File: src/hdl/tcw_pkg.sv
// Shared constants, types and helper functions for the text console writer.
package tcw_pkg;

  localparam int COLUMNS    = 80;
  localparam int ROWS       = 25;
  localparam int CELL_COUNT = COLUMNS * ROWS;
  localparam int COPY_COUNT = (ROWS - 1) * COLUMNS;

  localparam int ADDR_W = $clog2(CELL_COUNT);
  localparam int COL_W  = $clog2(COLUMNS);
  localparam int ROW_W  = $clog2(ROWS);

  localparam int OP_W     = 2;
  localparam int CODE_W   = 8;
  localparam int IN_ROW_W = 5;
  localparam int IN_COL_W = 7;
  localparam int POS_W    = 11;
  localparam int CELL_W   = 16;
  localparam int ATTR_W   = 8;

  typedef logic [ADDR_W-1:0] addr_t;
  typedef logic [COL_W-1:0]  col_t;
  typedef logic [ROW_W-1:0]  row_t;
  typedef logic [CODE_W-1:0] code_t;
  typedef logic [CELL_W-1:0] cell_t;
  typedef logic [ATTR_W-1:0] attr_t;
  typedef logic [POS_W-1:0]  pos_t;

  localparam attr_t RESET_ATTR = 8'h0F;

  localparam code_t CH_BS    = 8'h08;
  localparam code_t CH_TAB   = 8'h09;
  localparam code_t CH_LF    = 8'h0A;
  localparam code_t CH_CR    = 8'h0D;
  localparam code_t CH_SPACE = 8'h20;

  localparam int    TAB_STOP   = 8;
  localparam cell_t RESET_CELL = {RESET_ATTR, CH_SPACE};

  typedef enum logic [OP_W-1:0] {
    OP_PUT   = 2'd0,
    OP_CLEAR = 2'd1,
    OP_READ  = 2'd2
  } op_t;

  typedef enum logic [2:0] {
    ST_INIT,
    ST_IDLE,
    ST_EXEC,
    ST_READ,
    ST_FILL,
    ST_SCROLL,
    ST_RESP
  } state_t;

  // Outcome of one put-character step on the cursor.
  typedef struct packed {
    col_t col;
    row_t row;
    logic wr;
    logic scroll;
  } put_res_t;

  function automatic addr_t cell_index(input row_t row, input col_t col);
    return addr_t'(addr_t'(row) * addr_t'(COLUMNS) + addr_t'(col));
  endfunction

endpackage

File: src/hdl/tcw_cursor.sv
// Cursor update for one put-character request: control codes, wrap and scroll.
module tcw_cursor (
  input  tcw_pkg::col_t     col,
  input  tcw_pkg::row_t     row,
  input  tcw_pkg::code_t    code,
  output tcw_pkg::put_res_t res
);

  // One extra bit so that a tab or an advance past the last column stays visible.
  logic [tcw_pkg::COL_W:0] colx;
  logic [tcw_pkg::COL_W:0] colx_new;
  logic [tcw_pkg::ROW_W:0] rowx_new;
  logic                    row_adv;
  logic                    wr;

  always_comb begin
    colx     = {1'b0, col};
    colx_new = colx;
    row_adv  = 1'b0;
    wr       = 1'b0;
    case (code)
      tcw_pkg::CH_BS: begin
        if (col != '0) begin
          colx_new = colx - 1'b1;
        end
      end
      tcw_pkg::CH_TAB: begin
        colx_new = (colx + (tcw_pkg::COL_W+1)'(tcw_pkg::TAB_STOP))
                   & ~(tcw_pkg::COL_W+1)'(tcw_pkg::TAB_STOP - 1);
      end
      tcw_pkg::CH_CR: begin
        colx_new = '0;
      end
      tcw_pkg::CH_LF: begin
        colx_new = '0;
        row_adv  = 1'b1;
      end
      default: begin
        if (code >= tcw_pkg::CH_SPACE) begin
          wr       = 1'b1;
          colx_new = colx + 1'b1;
        end
      end
    endcase

    if (32'(colx_new) >= tcw_pkg::COLUMNS) begin
      colx_new = '0;
      row_adv  = 1'b1;
    end

    rowx_new = {1'b0, row} + (tcw_pkg::ROW_W+1)'(row_adv);

    res.wr  = wr;
    res.col = colx_new[tcw_pkg::COL_W-1:0];
    if (32'(rowx_new) >= tcw_pkg::ROWS) begin
      res.scroll = 1'b1;
      res.row    = tcw_pkg::row_t'(tcw_pkg::ROWS - 1);
    end else begin
      res.scroll = 1'b0;
      res.row    = rowx_new[tcw_pkg::ROW_W-1:0];
    end
  end

endmodule

File: config.mk
export PLATFORM = sky130hd
export DESIGN_NAME = tcw_cursor
export DESIGN_NICKNAME = d
export VERILOG_FILES = /design/src/hdl/tcw_pkg.sv /design/src/hdl/tcw_cursor.sv
export SDC_FILE = /design/constraint.sdc
export NUM_CORES = 1
export LEC_CHECK = 0
export BUFFER_PORTS_ARGS = -buffer_cell sky130_fd_sc_hd__buf_2
export CAP_MARGIN = 5
export CORE_MARGIN = 2
export CORE_UTILIZATION = 45
export DETAILED_ROUTE_END_ITERATION = 8
export GPL_TIMING_DRIVEN = 0
export PLACE_DENSITY = 0.93
export SLEW_MARGIN = 30
export SYNTH_ARGS = -nofsm -noshare
export SYNTH_HDL_FRONTEND = slang
export SYNTH_SLANG_ARGS = --single-unit
File: constraint.sdc
create_clock -name vclk -period 3.15
set_input_delay 0.1575 -clock vclk [all_inputs]
set_output_delay 0.1575 -clock vclk [all_outputs]
set_load 0.1 [all_outputs]
==> results by group, run 1 <==
Final layout
  – Clock buffers: 0
  – Antenna Cells: 0
  – Final Non-Filler Cells: 180
  – Final non-filler cell area: approximately 1400 sq um
  – Synth-to-layout area growth: 92.3%
  – Filler cells: 62
  – Final #Nets: about 190
  – Most common cell after layout, fill and taps aside: buf_2
  – Register Area: 0 sq um
  – Most frequent cells in the layout: buf_2, buf_4, nor2_1
  – Layout cells sized above 1: 0.585
  – Seq Cell Count: 0

Synthesis
  – Synth area leader: ha_1
  – Sequential share of the synthesized area: 0
  – YS warnings: 0
  – Mapped cell area: ~730 sq um
  – Post-Syn Instances: between 100 and 150
  – Syn_area_per_cell: around 6.7 sq um
  – Syn Nets: between 100 and 150
  – Share of the synthesized area in the top cell type: 0.103
  – Ranking of synthesized cells by area: ha_1, nor2_1, nand3_1
  – Post-synthesis cell type count: 45

Die
  – # IOs: 34
  – Site row count: 14
  – Die area: slightly below 2000 sq um
  – Die Ht: 44.3 um
  – Initial core utilization: 0.480
  – Die span in x: roughly 44 um
  – Area of the core: around 1500 sq um

Timing
  – Final period utilization: 1.16
  – Slew Limit Fails: 0
  – Final hold vios: 0
  – Slew headroom: 0.665
  – Worst-Margin Slew: ~0.51 ns
  – Min Tclk post-route: approximately 3.7 ns
  – Fmax achieved: about 270 MHz
  – Final Worst Setup Slack: -0.511 ns
  – RSZ-0062 raised after global routing: true
  – Final Setup Violations: 5

Route
  – DRC viols: 0
  – Starting DRT DRC Count: between 70 and 80
  – DRT antenna net count: 0
  – Vias: roughly 1200
  – Vias per cell: approximately 6.9
  – Routed WL per cell: approximately 21 um
  – Drt pass-1 iters: 5
  – WL final: between 3 and 4 mm

Critical path
  – Worst path cell trace: buf_2 > buf_2 > nand3_1 > o31ai_1 > nand3_1 > a32oi_2 > o21ai_4 > a31o_4 > ha_4 > ha_4 > nor2_4 > o21ai_2 > nand2_1 > o221ai_2 > a32oi_2 > clkinvlp_4 > nor2_4 > buf_12
  – CP Max Fanout: 10
  – Critical path class: primary input to primary output
  – Worst Setup End Kind: primary output
  – Worst path required time: between 2 and 3 ns
  – Critical Path AT: ~3.5 ns
  – Startpoint types: primary input
  – Crit path max-delay cell type: o31ai_1
  – CP peak stage delay: ~0.37 ns

Power and ir drop
  – Max IR drop VDD: roughly 240 uV
  – Combinational fraction of design power: 1.000
  – P_sw: 0.000225 W
  – Lkg Pwr: ~0.58 nW
  – Pwr/cell area: 244 nW/um^2
  – Internal power: between 0.0001 and 0.00015 W
  – Sw Ratio: 0.654
  – Flop pwr share: 0
  – Clock share of power: 0

Min path
  – Min-Delay Path Class: primary input to primary output
  – Hold depth: 4

GRT
  – All-Layer GR Usage: 0.293
  – Initial antenna violation count: 0
  – Grt total ovfl: 0
  – First-pass GRT wire length: 4.49 mm
  – Largest net degree at the start of global routing: 11
  – Number of global-route vias before repair: between 1000 and 1500

Run status
  – Status: complete, but fails checks
  – Failing checks: setup timing

Placed design
  – Placed cells: around 160
  – Dpl ws: -0.842 ns
  – Routability Congestion: between 0.9 and 1
  – Post-DP Area: approximately 1100 sq um
  – Hpwl dp: 1.77 mm
  – PortBufs: 33

Run
  – Max-cap check violation count: 0
area by class of cell:
class | instances | area, sq um | share of cell area
buffer | 6 | 57.6 | 0.0409
inverter | 8 | 53.8 | 0.0382
tap | 16 | 20.0 | 0.0142
timing repair buffer | 54 | 415 | 0.295
multi-input combinational | 96 | 861 | 0.612
through the flow:
stage	power (W)	hold slack (ns)	util	TNS, ns
global placement	0.000254	0.878	0.691	-2.52
floorplan	0.000208	0.567	-	-1.74
global route	0.000353	0.890	0.924	-2.21
detailed placement	0.000260	0.916	0.691	-3.17
finish	0.000344	0.882	0.924	-1.88
CTS	0.000304	0.842	0.840	-0.931
cell usage after synthesis, types with 2 or more instances:
library cell and n:
o21ai_2 2, o2111ai_1 2, a32oi_1 2, nor3_1 2, o31ai_1 2, nor2b_1 2, nor3b_1 2, and3_1 2
xnor2_1 4, and2_1 2, nand3_1 8, nand2_1 6, nor2_1 17, nand2b_1 3, o221ai_1 4, inv_1 7
buf_2 4, or3_1 2, o31a_1 3, a31oi_1 3, ha_1 6, o21ai_0 2
cell families (layout without fill, tap and decap cells):
logic type	after synthesis	after routing	share of synthesized area
compound gates	27	27	0.291
fa+ha+maj	6	6	0.103
buf+inv	14	68	0.0940
mux	1	1	0.0137
xor+xnor	4	4	0.0479
simple gates	58	58	0.451
routing by layer:
| layer | global-route usage | part of all wire | vias up |
|---|---|---|---|
| li1 | - | - | 534 |
| met1 | 0.374 | 0.35 | 576 |
| met2 | 0.538 | 0.50 | 102 |
| met3 | 0.0204 | 0.10 | 36 |
| met4 | 0.0545 | 0.058 | 0 |
| met5 | 0 | 0 | - |
worst paths after layout:
| kind | startpoint | end | slack, ns |
|---|---|---|---|
| worst max-delay path | col[2] | res[4] | -0.51 |
| worst min-delay path | row[0] | res[2] | 0.88 |
repair_timing:
item                       4_1_cts  5_1_grt
hold buffers                     0        0
setup buffers                   11       10
pin swaps                       14       11
hold endpoints to repair         0        0
gates resized for setup         31       13
gates cloned                     0        0
setup endpoints to repair        6        6
worst max-delay path, delay by kind of cell:
kind	cells	cell delay (ns)
simple gates	5	0.74
compound gates	7	1.46
buf+inv	4	0.76
fa+ha+maj	2	0.39
power groups by stage:
stage,logic [W],clock network [W],registers [W]
2_1_floorplan,0.000208,0,0
3_3_place_gp,0.000254,0,0
3_5_place_dp,0.000260,0,0
4_1_cts,0.000304,0,0
5_1_grt,0.000353,0,0
6_report,0.000344,0,0
(Power assumes the default switching activity.)
==> run 2: changes to the inputs <==
==> constraint.sdc (replaced) <==
create_clock -name vclk -period 3.15
set_input_delay 0.315 -clock vclk [all_inputs]
set_output_delay 0.315 -clock vclk [all_outputs]
set_load 0.1 [all_outputs]
==> results by group, run 2 <==
Placed design
  – Post-DP Area: 1060 sq um
  – Dpl ws: -1.17 ns
  – Routability Congestion: slightly above 0.9
  – PortBufs: 33
  – Hpwl dp: roughly 1.8 mm

Synthesis
  – Post-synthesis cell type count: 45
  – Sequential share of the synthesized area: 0
  – Syn Nets: between 100 and 150
  – Ranking of synthesized cells by area: ha_1, nor2_1, nand3_1
  – YS warnings: 0
  – Count leader, synth: nor2_1
  – Mapped cell area: approximately 730 sq um
  – Synth area leader: ha_1
  – Share of the synthesized area in the top cell type: 0.103
  – Post-synth top cells: nor2_1, nand3_1, inv_1
  – Syn_area_per_cell: approximately 6.7 sq um
  – Post-Syn Instances: 110

Die
  – Die Ht: roughly 44 um
  – # IOs: 34
  – Site row count: 14
  – Die span in x: 44.3 um
  – Initial core utilization: 0.480

Run status
  – Status: did not finish
  – Stopping stage: 5_1_grt
  – Log Error: [ERROR DPL-0038] Utilization greater than 100%, impossible to legalize

Timing
  – Worst EP Category: top-level output
  – Worst endpoint left by the global-route repair_timing run: res[4]

GRT
  – Largest net degree at the start of global routing: 11
## run 2: cell counts after synthesis
Identical to the previous run, type by type.
## run 2: cells by family after synthesis
logic type	after synthesis	share of synthesized area
and+or+nand+nor	58	0.451
muxes	1	0.0137
buffers and inverters	14	0.0940
xor gates and xnor gates	4	0.0479
adders and majority gates	6	0.103
AOI/OAI and AO/OA	27	0.291
## run 2: timing repair
item	CTS
endpoints found under the setup margin	6
resized for setup	38
pin swaps	15
buffers inserted	12
cloned	0
hold buffers	0
## run 2: through the flow
| step | setup TNS (ns) | std cells | hold slack [ns] | utilization |
|---|---|---|---|---|
| CTS | -2.27 | 170 | 1.10 | 0.862 |
| detailed placement | -5.14 | 159 | 1.24 | 0.699 |
| global placement | -4.43 | 159 | 1.23 | 0.699 |
| floorplan | -2.98 | 110 | 0.882 | - |
==> run 3: changes to the inputs <==
Settings changed: CORE_AREA set to 2 2 63 65, CORE_MARGIN 2 to not set, CORE_UTILIZATION 45 to not set, DIE_AREA set to 0 0 65 67, PLACE_DENSITY 0.93 to not set, PLACE_DENSITY_LB_ADDON set to 0.15.
Clock period 3.15 ns to 4.09 ns, I/O delays scaled along.
==> results by group, run 3 (synthesized netlist as in run 1, its figures left out) <==
Final layout
  – Area of the multi-input gates: approximately 830 sq um
  – Synth-to-layout area growth: 77.6%
  – Clock buffers: 0
  – Final #Nets: 182
  – Filler cells: 388
  – Antenna Cells: 0
  – Seq Cell Count: 0
  – Core Util, Final: 0.361
  – Register Area: 0 sq um
  – Layout cells sized above 1: 0.526
  – Most frequent cells in the layout: buf_2, nor2_1, buf_4
  – Most common cell after layout, fill and taps aside: buf_2

Critical path
  – Critical path class: primary input to primary output
  – Worst path required time: roughly 3.7 ns
  – Crit path max-delay cell type: or3b_4
  – WP buf/inv: 4
  – Startpoint types: primary input
  – Worst Setup End Kind: primary output
  – CP peak stage delay: approximately 0.4 ns
  – Worst path cell trace: buf_12 > clkinv_8 > ha_4 > or3b_4 > o21ai_4 > o2111ai_2 > a32oi_2 > o21ai_4 > a31o_4 > ha_4 > ha_4 > nor2_4 > o21ai_2 > nand2_1 > o221ai_2 > a32oi_2 > clkinvlp_4 > clkbuf_4
  – Crit-path most repeated cell: ha_4
  – Worst Setup SP: col[0]
  – CP Max Fanout: 6
  – Critical Path AT: 3.55 ns
  – Cell family with most CP delay: compound AO/OA/AOI/OAI gates

Timing
  – Slew headroom: 0.679
  – Slew Limit Fails: 0
  – Min Tclk post-route: between 3 and 4 ns
  – Final Setup Violations: 0
  – Worst-Margin Slew: slightly below 0.5 ns
  – Fmax achieved: between 200 and 300 MHz
  – RSZ-0062 raised after global routing: true
  – Final hold vios: 0
  – Final period utilization: 0.969

Route
  – Vias: 995
  – Drt pass-1 iters: 4
  – WL final: 2.56 mm
  – DRT antenna net count: 0
  – Routed WL per cell: approximately 13 um
  – Vias per cell: a little under 5
  – DRC viols: 0
  – Starting DRT DRC Count: 33

GRT
  – First-pass GRT wire length: 3.99 mm
  – Number of global-route vias before repair: 857
  – Largest net degree at the start of global routing: 11
  – Met1 Use GR: 0.164
  – Grt total ovfl: 0
  – Initial antenna violation count: 0
  – Met3 Use GR: 0.00169
  – GRT busiest layer: met2
  – All-Layer GR Usage: 0.112
  – GR Util met2: 0.193

Die
  – Area of the core: roughly 3600 sq um
  – Die span in x: 65 um
  – Site row count: 22
  – # IOs: 34
  – Die Ht: 67 um
  – Initial core utilization: 0.203
  – Die area: 4360 sq um

Power and ir drop
  – Max IR drop VDD: 159 uV
  – Overall power: 0.000227 W
  – Lkg Pwr: roughly 0.5 nW
  – Pwr/cell area: roughly 170 nW/um^2

Min path
  – Min-Delay Path Class: primary input to primary output
  – Hold_sp: row[4]

Run status
  – Status: finished, final reports clean

Placed design
  – Hpwl dp: a little under 2 mm
  – PortBufs: 33
  – Routability Congestion: 0.791

Run
  – Max-cap check violation count: 0
[run 3: cell type report]
type                       instances  share of cell area
multi-input combinational         96               0.638
buffer                             6              0.0443
inverter                           8              0.0375
tap                               48              0.0462
timing repair buffer              44               0.234
[run 3: timing repair]
action,4_1_cts,5_1_grt
gates resized for setup,13,30
setup buffers,2,9
setup endpoints to repair,4,4
pin swaps,5,13
hold buffers,0,0
endpoints found under the hold margin,0,0
[run 3: worst paths after layout]
path | endpoint | slack [ns] | depth (start not counted)
worst max-delay path | res[0] | 0.13 | 18
worst min-delay path | res[4] | 1.32 | 5
[run 3: through the flow]
step	TNS [ns]	hold WS [ns]	setup slack, ns	instances	cell area, sq um
2_1_floorplan	-0.680	1.07	-0.345	110	817
3_3_place_gp	-0.826	1.39	-0.316	191	1040
3_5_place_dp	-0.939	1.40	-0.350	191	1040
4_1_cts	0	1.32	0.0115	193	1130
5_1_grt	-0.0729	1.37	-0.0395	202	1300
6_report	0	1.32	0.126	202	1300
[run 3: layer usage]
| layer | vias to the layer above | routed length, um |
|---|---|---|
| met4 | 0 | 0 |
| met5 | - | 0 |
| met2 | 30 | 1200 |
| li1 | 511 | - |
| met3 | 0 | 126 |
| met1 | 454 | 1230 |
[run 3: power breakdown]
group / internal (W) / switching [W] / total [W]
combinational: 0.0000712 / 0.000156 / 0.000227
sequential: 0 / 0 / 0
clock: 0 / 0 / 0
